$ cat src/hdl/nps_pkg.sv
// shared types and constants for the nearest-previous-smaller search block
// no dependencies; used by nps_cmp and nearest_previous_smaller_within_k
package nps_pkg;

	localparam int HISTORY_DEPTH = 1024;

	localparam int VALUE_W   = 32;
	localparam int DIFF_W    = 31;
	localparam int NEAREST_W = 11;
	localparam int POS_W     = 10;

	// nearest_position when no earlier entry qualifies
	localparam logic signed [NEAREST_W-1:0] NEAREST_NONE = '1;

	localparam logic [DIFF_W-1:0] MAX_DIFF_RESET = 31'd1;

	// byte address of the max_difference register
	localparam logic [1:0] ADDR_MAX_DIFF = 2'd0;

	typedef struct packed {
		logic signed [VALUE_W-1:0] value;
		logic                      start_req;
	} item_t;

	typedef struct packed {
		logic signed [NEAREST_W-1:0] nearest_position;
		logic [POS_W-1:0]            position;
		logic                        overflow;
	} result_t;

endpackage

$ cat src/hdl/nps_cmp.sv
// shared compare unit: earlier value is smaller and within max_difference
// depends on nps_pkg
module nps_cmp (
	input  logic signed [nps_pkg::VALUE_W-1:0] cur,
	input  logic signed [nps_pkg::VALUE_W-1:0] prev,
	input  logic [nps_pkg::DIFF_W-1:0]         max_diff,
	output logic                               hit
);

	logic signed [nps_pkg::VALUE_W:0] diff;

	// one 33-bit subtract; a clear sign bit and a nonzero difference tell prev < cur
	assign diff = {cur[nps_pkg::VALUE_W-1], cur} - {prev[nps_pkg::VALUE_W-1], prev};

	assign hit = !diff[nps_pkg::VALUE_W] && (diff != '0)
		&& (diff[nps_pkg::VALUE_W-1:0] <= nps_pkg::VALUE_W'(max_diff));

endmodule

$ cat config.mk
export PLATFORM = sky130hd
export DESIGN_NAME = nps_cmp
export DESIGN_NICKNAME = d
export VERILOG_FILES = /design/src/hdl/nps_pkg.sv /design/src/hdl/nps_cmp.sv
export SDC_FILE = /design/constraint.sdc
export NUM_CORES = 1
export LEC_CHECK = 0
export ABC_AREA = 0
export BUFFER_PORTS_ARGS = -buffer_cell sky130_fd_sc_hd__buf_4
export CORE_MARGIN = 1
export CORE_UTILIZATION = 30
export DETAILED_ROUTE_END_ITERATION = 12
export PLACE_DENSITY_LB_ADDON = 0.3
export SETUP_SLACK_MARGIN = 0.4
export SLEW_MARGIN = 0
export SYNTH_ARGS = -nofsm -noshare
export SYNTH_HDL_FRONTEND = slang
export SYNTH_SLANG_ARGS = --single-unit
$ cat constraint.sdc
create_clock -name vclk -period 4.6
set_input_delay 0.92 -clock vclk [all_inputs]
set_output_delay 0.92 -clock vclk [all_outputs]
set_load 0.005 [all_outputs]
==> results.py, run 1 <==
metrics = {
    "status": {
        "status": "finished with violations",
        "violations": "setup timing",
    },
    "floorplan": {
        "die_h_um": 105,
        "core_region_area_mm2": 0.0103,
        "die-area_mm2": 0.0110,
        "rows": 37,
        "start_util": 0.309,
        "die_width_um": 105,
        "io_pins": 96,
    },
    "synth": {
        "ys_types": 68,
        "synth_nets": 618,
        "syn_avg_cell_area_um2": 6.95,
        "yosysMostFrequentCell": "inv_1",
        "synth_top_area_frac": 0.247,
        "yosysTopAreaCell": "ha_1",
        "postSynthCellCount": 459,
        "ys_seq_area_frac": 0,
        "ys.warnings.count": 0,
        "synth_area_mm2": 0.00319,
        "netlist_top_cells_area": "ha_1, inv_1, a21oi_1",
        "synth_top_cells_by_count": "inv_1, ha_1, a21oi_1, nand2_1, o21ai_0",
    },
    "grt": {
        "globalRouteOverflowTotal": 0,
        "antenna_found_initial": 0,
        "grtUsageTotal": 0.186,
        "grt_pass1_vias": 4075,
        "grt_pass1_wl_um": 17500,
        "grt_max_degree": 10,
    },
    "layout": {
        "final_area_mm2": 0.00551,
        "final_util": 0.534,
        "num-fill-cells": 985,
        "antenna-diode-count": 0,
        "multiInputGateArea_mm2": 0.00328,
        "seq_cells": 0,
        "areaGrowthSynthToFinish_pct": 72.8,
        "drive_gt1_frac": 0.475,
        "clkbuf_count": 0,
        "nNetsFinal": 834,
        "seq_area_um2": 0,
    },
    "place": {
        "port_buffers": 96,
        "hpwl_um": 8910,
        "dpl_cell_area_mm2": 0.00502,
        "place.gp.congestion": 0.835,
    },
    "timing": {
        "hold_violations": 0,
        "rsz0062_at_grt": "yes",
        "fin_hold_ws_ps": 2410,
        "max_freq_mhz": 200,
        "finalSetupViolations": 1,
        "min_period_ps": 5010,
        "tns_ps": -411,
        "worst_pin_slew_ps": 393,
        "min_period_over_period": 1.09,
        "fin_ws_ps": -411,
        "slew_viol_final": 0,
        "slew-limit-headroom": 0.737,
    },
    "power_and_ir_drop": {
        "pwr-share-clk": 0,
        "p_int_mw": 0.447,
        "swShare": 0.466,
        "total_power_mw": 0.838,
        "power.density_mw_per_mm2": 152,
        "peakVddDrop_mv": 0.0595,
        "p_leak_nw": 2.78,
        "power_switching_mw": 0.390,
        "seqPwrFrac": 0,
        "p_comb_frac": 1.000,
    },
    "drt": {
        "avgViaCountPerCell": 5.05,
        "ant_nets": 0,
        "drt_iter0_markers": 103,
        "drc": 0,
        "num_vias": 4086,
        "wl_per_cell_um": 13.2,
        "drtPass1Iterations": 4,
        "drt-total-wl_um": 10700,
    },
    "critical_path": {
        "startpoint_type": "primary input",
        "crit_path_max_fanout": 5,
        "cp_slowest_cell": "ha_1",
        "end_kind": "output pin",
        "cp_data_required_time_ps": 3680,
        "crit_arrival_ps": 4090,
        "crit_start": "cur[7]",
        "path_cells": "buf_4, ha_4, and3_4, buf_6, nand4_1, a21oi_2, nor3_4, o31ai_2, xor2_1, ha_1, a21o_1, a21o_1, a21oi_2, nor2b_1, o21ai_1, nand2b_1, a21oi_1, a32oi_1, a311oi_1, buf_4",
        "timing_worst_setup_path_type": "primary input to output pin",
        "cpPeakStageDelay_ps": 300,
    },
    "clock_tree": {
        "cts_hold_buffers": 0,
    },
    "hold_path": {
        "hold_end": "hit",
        "min_path_cells": 6,
        "hold_class": "primary input to output pin",
        "min-delay-start": "cur[31]",
    },
    "job": {
        "drv_cap": 0,
    },
}
metrics by stage:
stage	worst slack (ps)	cells
after global placement	-519	794
after global routing	-634	809
after CTS	-488	804
final	-411	809
after floorplan	-29.2	459
after detailed placement	-572	794
routing by layer:
metal | GRT usage | wire [um] | up-vias | part of all wire
li1 | - | - | 2117 | -
met4 | 0.0312 | 129 | 0 | 0.012
met5 | 0 | 0 | - | 0
met3 | 0.00686 | 309 | 12 | 0.029
met1 | 0.244 | 4940 | 1879 | 0.46
met2 | 0.340 | 5300 | 78 | 0.50
power by group through the flow:
stage / registers, mW / logic, mW / clock network, mW
floorplan: 0 / 0.425 / 0
global placement: 0 / 0.708 / 0
detailed placement: 0 / 0.728 / 0
CTS: 0 / 0.794 / 0
global route: 0 / 0.921 / 0
finish: 0 / 0.838 / 0
cell families (layout without fill, tap and decap cells):
group | count (synthesis) | count (layout) | share of synthesized area
AO/OA/AOI/OAI | 152 | 152 | 0.353
AND/OR/NAND/NOR | 134 | 134 | 0.228
buffers and inverters | 94 | 308 | 0.124
adder cells (fa/ha/maj) | 64 | 64 | 0.253
XOR/XNOR | 15 | 15 | 0.0412
worst max path at each step:
stage / slack, ps / endpoint / depth (start not counted)
after floorplan: -30 / hit / 19
after global placement: -520 / hit / 19
after detailed placement: -570 / hit / 19
after CTS: -490 / hit / 21
after global routing: -630 / hit / 21
final: -410 / hit / 20
repair_timing:
item                                    in CTS  in global routing
pin swaps                                   42                 39
setup buffers                               10                  5
resized for setup                           49                 21
endpoints found under the setup margin       1                  1
cells in the final DEF, fill, tap and decap left out, types with 8 or more instances in the layout:
master	n
a21o_1	18
a21oi_1	25
a21oi_2	13
buf_4	223
ha_1	43
ha_4	17
inv_1	73
nand2_1	26
nand3_1	11
nand4_1	14
nor2_1	18
nor3_1	12
nor4_1	8
o21ai_0	15
o21ai_1	8
critical path: cells and delay by family:
family / cells / cell delay [ps]
buffers and inverters: 3 / 380
AO/OA/AOI/OAI: 9 / 1440
adder cells (fa/ha/maj): 2 / 580
XOR/XNOR: 1 / 270
AND/OR/NAND/NOR: 5 / 500
area by class of cell:
type	count	area share
multi-input combinational	365	0.595
timing repair buffer	228	0.316
inverter	80	0.0581
tap	136	0.0309
No activity file was read; power rests on OpenSTA's default activity.
==> inputs of run 2 (changes only) <==
--- a/config.mk
+++ b/config.mk
@@ -5,7 +5,7 @@
 export SDC_FILE = /design/constraint.sdc
 export NUM_CORES = 1
 export LEC_CHECK = 0
-export ABC_AREA = 0
+export ABC_AREA = 1
 export BUFFER_PORTS_ARGS = -buffer_cell sky130_fd_sc_hd__buf_4
 export CORE_MARGIN = 1
 export CORE_UTILIZATION = 30
==> constraint.sdc (replaced) <==
create_clock -name vclk -period 5.6
set_input_delay 1.12 -clock vclk [all_inputs]
set_output_delay 1.12 -clock vclk [all_outputs]
set_load 0.005 [all_outputs]
==> results.py, run 2 <==
metrics = {
    "status": {
        "status": "finished clean",
    },
    "synth": {
        "synth_compound_area_frac": 0.0974,
        "yosysTopAreaCell": "nand2_1",
        "synth_top_area_frac": 0.262,
        "synthAdderAreaFrac": 0.229,
        "synthMuxAreaShare": 0,
        "synth_top_family_by_area": "simple AND/OR/NAND/NOR gates",
        "postSynthCellCount": 708,
        "synth_area_mm2": 0.00353,
        "yosysMostFrequentCell": "nand2_1",
        "netlist_top_cells_area": "nand2_1, ha_1, inv_1",
        "synth_top_cells_by_count": "nand2_1, inv_1, ha_1, nor2_1, nand3_1",
        "synth-simple-area-share": 0.454,
        "ys_seq_area_frac": 0,
        "ys_types": 28,
        "synth-xor-area-share": 0.0124,
        "synth_nets": 867,
        "syn_avg_cell_area_um2": 4.99,
        "ys.warnings.count": 0,
    },
    "job": {
        "drv_cap": 0,
    },
    "drt": {
        "drtPass1Iterations": 4,
        "drt-total-wl_um": 10800,
        "ant_nets": 0,
        "num_vias": 4255,
        "drc": 0,
        "wl_per_cell_um": 11.3,
        "drt_iter0_markers": 185,
        "avgViaCountPerCell": 4.44,
    },
    "grt": {
        "globalRouteOverflowTotal": 0,
        "grtUsageTotal": 0.169,
        "grt_pass1_wl_um": 17800,
        "grt_max_degree": 8,
        "antenna_found_initial": 0,
        "grt_pass1_vias": 3998,
    },
    "timing": {
        "tns_ps": 0,
        "rsz0062_at_grt": "yes",
        "finalSetupViolations": 0,
        "worst_pin_slew_ps": 355,
        "max_freq_mhz": 196,
        "hold_violations": 0,
        "min_period_ps": 5090,
        "slew_viol_final": 0,
        "slew-limit-headroom": 0.763,
        "min_period_over_period": 0.909,
    },
    "floorplan": {
        "rows": 39,
        "die_h_um": 110,
        "die-area_mm2": 0.0122,
        "io_pins": 96,
        "die_width_um": 110,
        "start_util": 0.308,
        "core_region_area_mm2": 0.0115,
    },
    "critical_path": {
        "cpPeakStageDelay_ps": 390,
        "end_kind": "output pin",
        "startpoint_type": "primary input",
        "timing_worst_setup_path_type": "primary input to output pin",
        "critical-path-top-delay-family": "simple AND/OR/NAND/NOR gates",
        "crit_path_max_fanout": 5,
        "crit_cells": 19,
        "cp_data_required_time_ps": 4480,
        "cp_slowest_cell": "ha_1",
        "crit_arrival_ps": 3970,
        "cp_num_buf_inv": 4,
        "path_cells": "buf_4, ha_1, nand2_1, nor2_1, inv_1, nor3_1, nand3_1, nand2_1, nand2_1, nand2_1, inv_1, ha_1, nand2_1, nor3_1, nand4_1, nand2_1, nand2_1, nor2_1, buf_4",
        "cp_common_cell": "nand2_1",
    },
    "layout": {
        "seq_area_um2": 0,
        "areaGrowthSynthToFinish_pct": 44.1,
        "final_common_cell": "nand2_1",
        "antenna-diode-count": 0,
        "num-fill-cells": 1267,
        "nNetsFinal": 977,
        "seq_cells": 0,
        "clkbuf_count": 0,
        "final_util": 0.444,
        "drive_gt1_frac": 0.270,
        "layout.cells.most_common_list": "nand2_1, inv_1, buf_4",
    },
    "power_and_ir_drop": {
        "power.density_mw_per_mm2": 111,
        "total_power_mw": 0.563,
        "p_leak_nw": 3.08,
        "peakVddDrop_mv": 0.0506,
    },
    "hold_path": {
        "hold_class": "primary input to output pin",
        "min_path_cells": 9,
    },
    "place": {
        "port_buffers": 96,
        "place.gp.congestion": 0.906,
        "hpwl_um": 9380,
    },
    "clock_tree": {
        "cts_hold_buffers": 0,
    },
}
run 2: final cells by class:
type	count	area, um^2	area share
Tap cell	143	179	0.0352
Timing Repair Buffer	108	818	0.161
Multi-Input combinational cell	513	3360	0.660
Inverter	195	732	0.144
run 2: logic make-up (layout without fill, tap and decap cells):
group	Yosys count	in the layout
AND/OR/NAND/NOR	384	384
buffers and inverters	195	303
adder cells (fa/ha/maj)	64	64
AO/OA/AOI/OAI	60	60
XOR/XNOR	5	5
run 2: final timing paths:
path                      from   to  slack (ps)
setup / recovery       cur[21]  hit         510
hold / removal    max_diff[30]  hit        2840
run 2: layer usage:
metal,vias to the layer above,part of all wire,global-route usage
li1,2364,-,-
met1,1807,0.51,0.250
met2,82,0.45,0.287
met3,2,0.033,0.00549
met4,0,0.0014,0.00267
met5,-,0,0
run 2: what timing repair did:
action | in CTS | in global routing
gates resized for setup | 7 | 127
endpoints found under the setup margin | 1 | 1
pin swaps | 4 | 38
buffers inserted | 1 | 11
run 2: where the power goes:
part | internal (mW) | switching [mW] | total [mW]
Sequential | 0 | 0 | 0
Combinational | 0.242 | 0.321 | 0.563
Clock | 0 | 0 | 0
Total | 0.242 | 0.321 | 0.563
run 2: metrics by stage:
stage | instances | instance area, um^2 | hold slack [ps] | setup WS [ps]
global placement | 947 | 4430 | 2860 | 355
CTS | 948 | 4460 | 2860 | 403
finish | 959 | 5090 | 2840 | 509
detailed placement | 947 | 4430 | 2860 | 297
floorplan | 708 | 3530 | 2600 | 817
global route | 959 | 5090 | 2890 | 274
run 2: tightest hold or removal path, stage by stage:
cell and delay [ps]:
buf_4 110, inv_1 40, ha_1 130, inv_1 40, nand2_1 40, nand2_1 40, nand2_1 50, nor2_1 30
buf_4 120
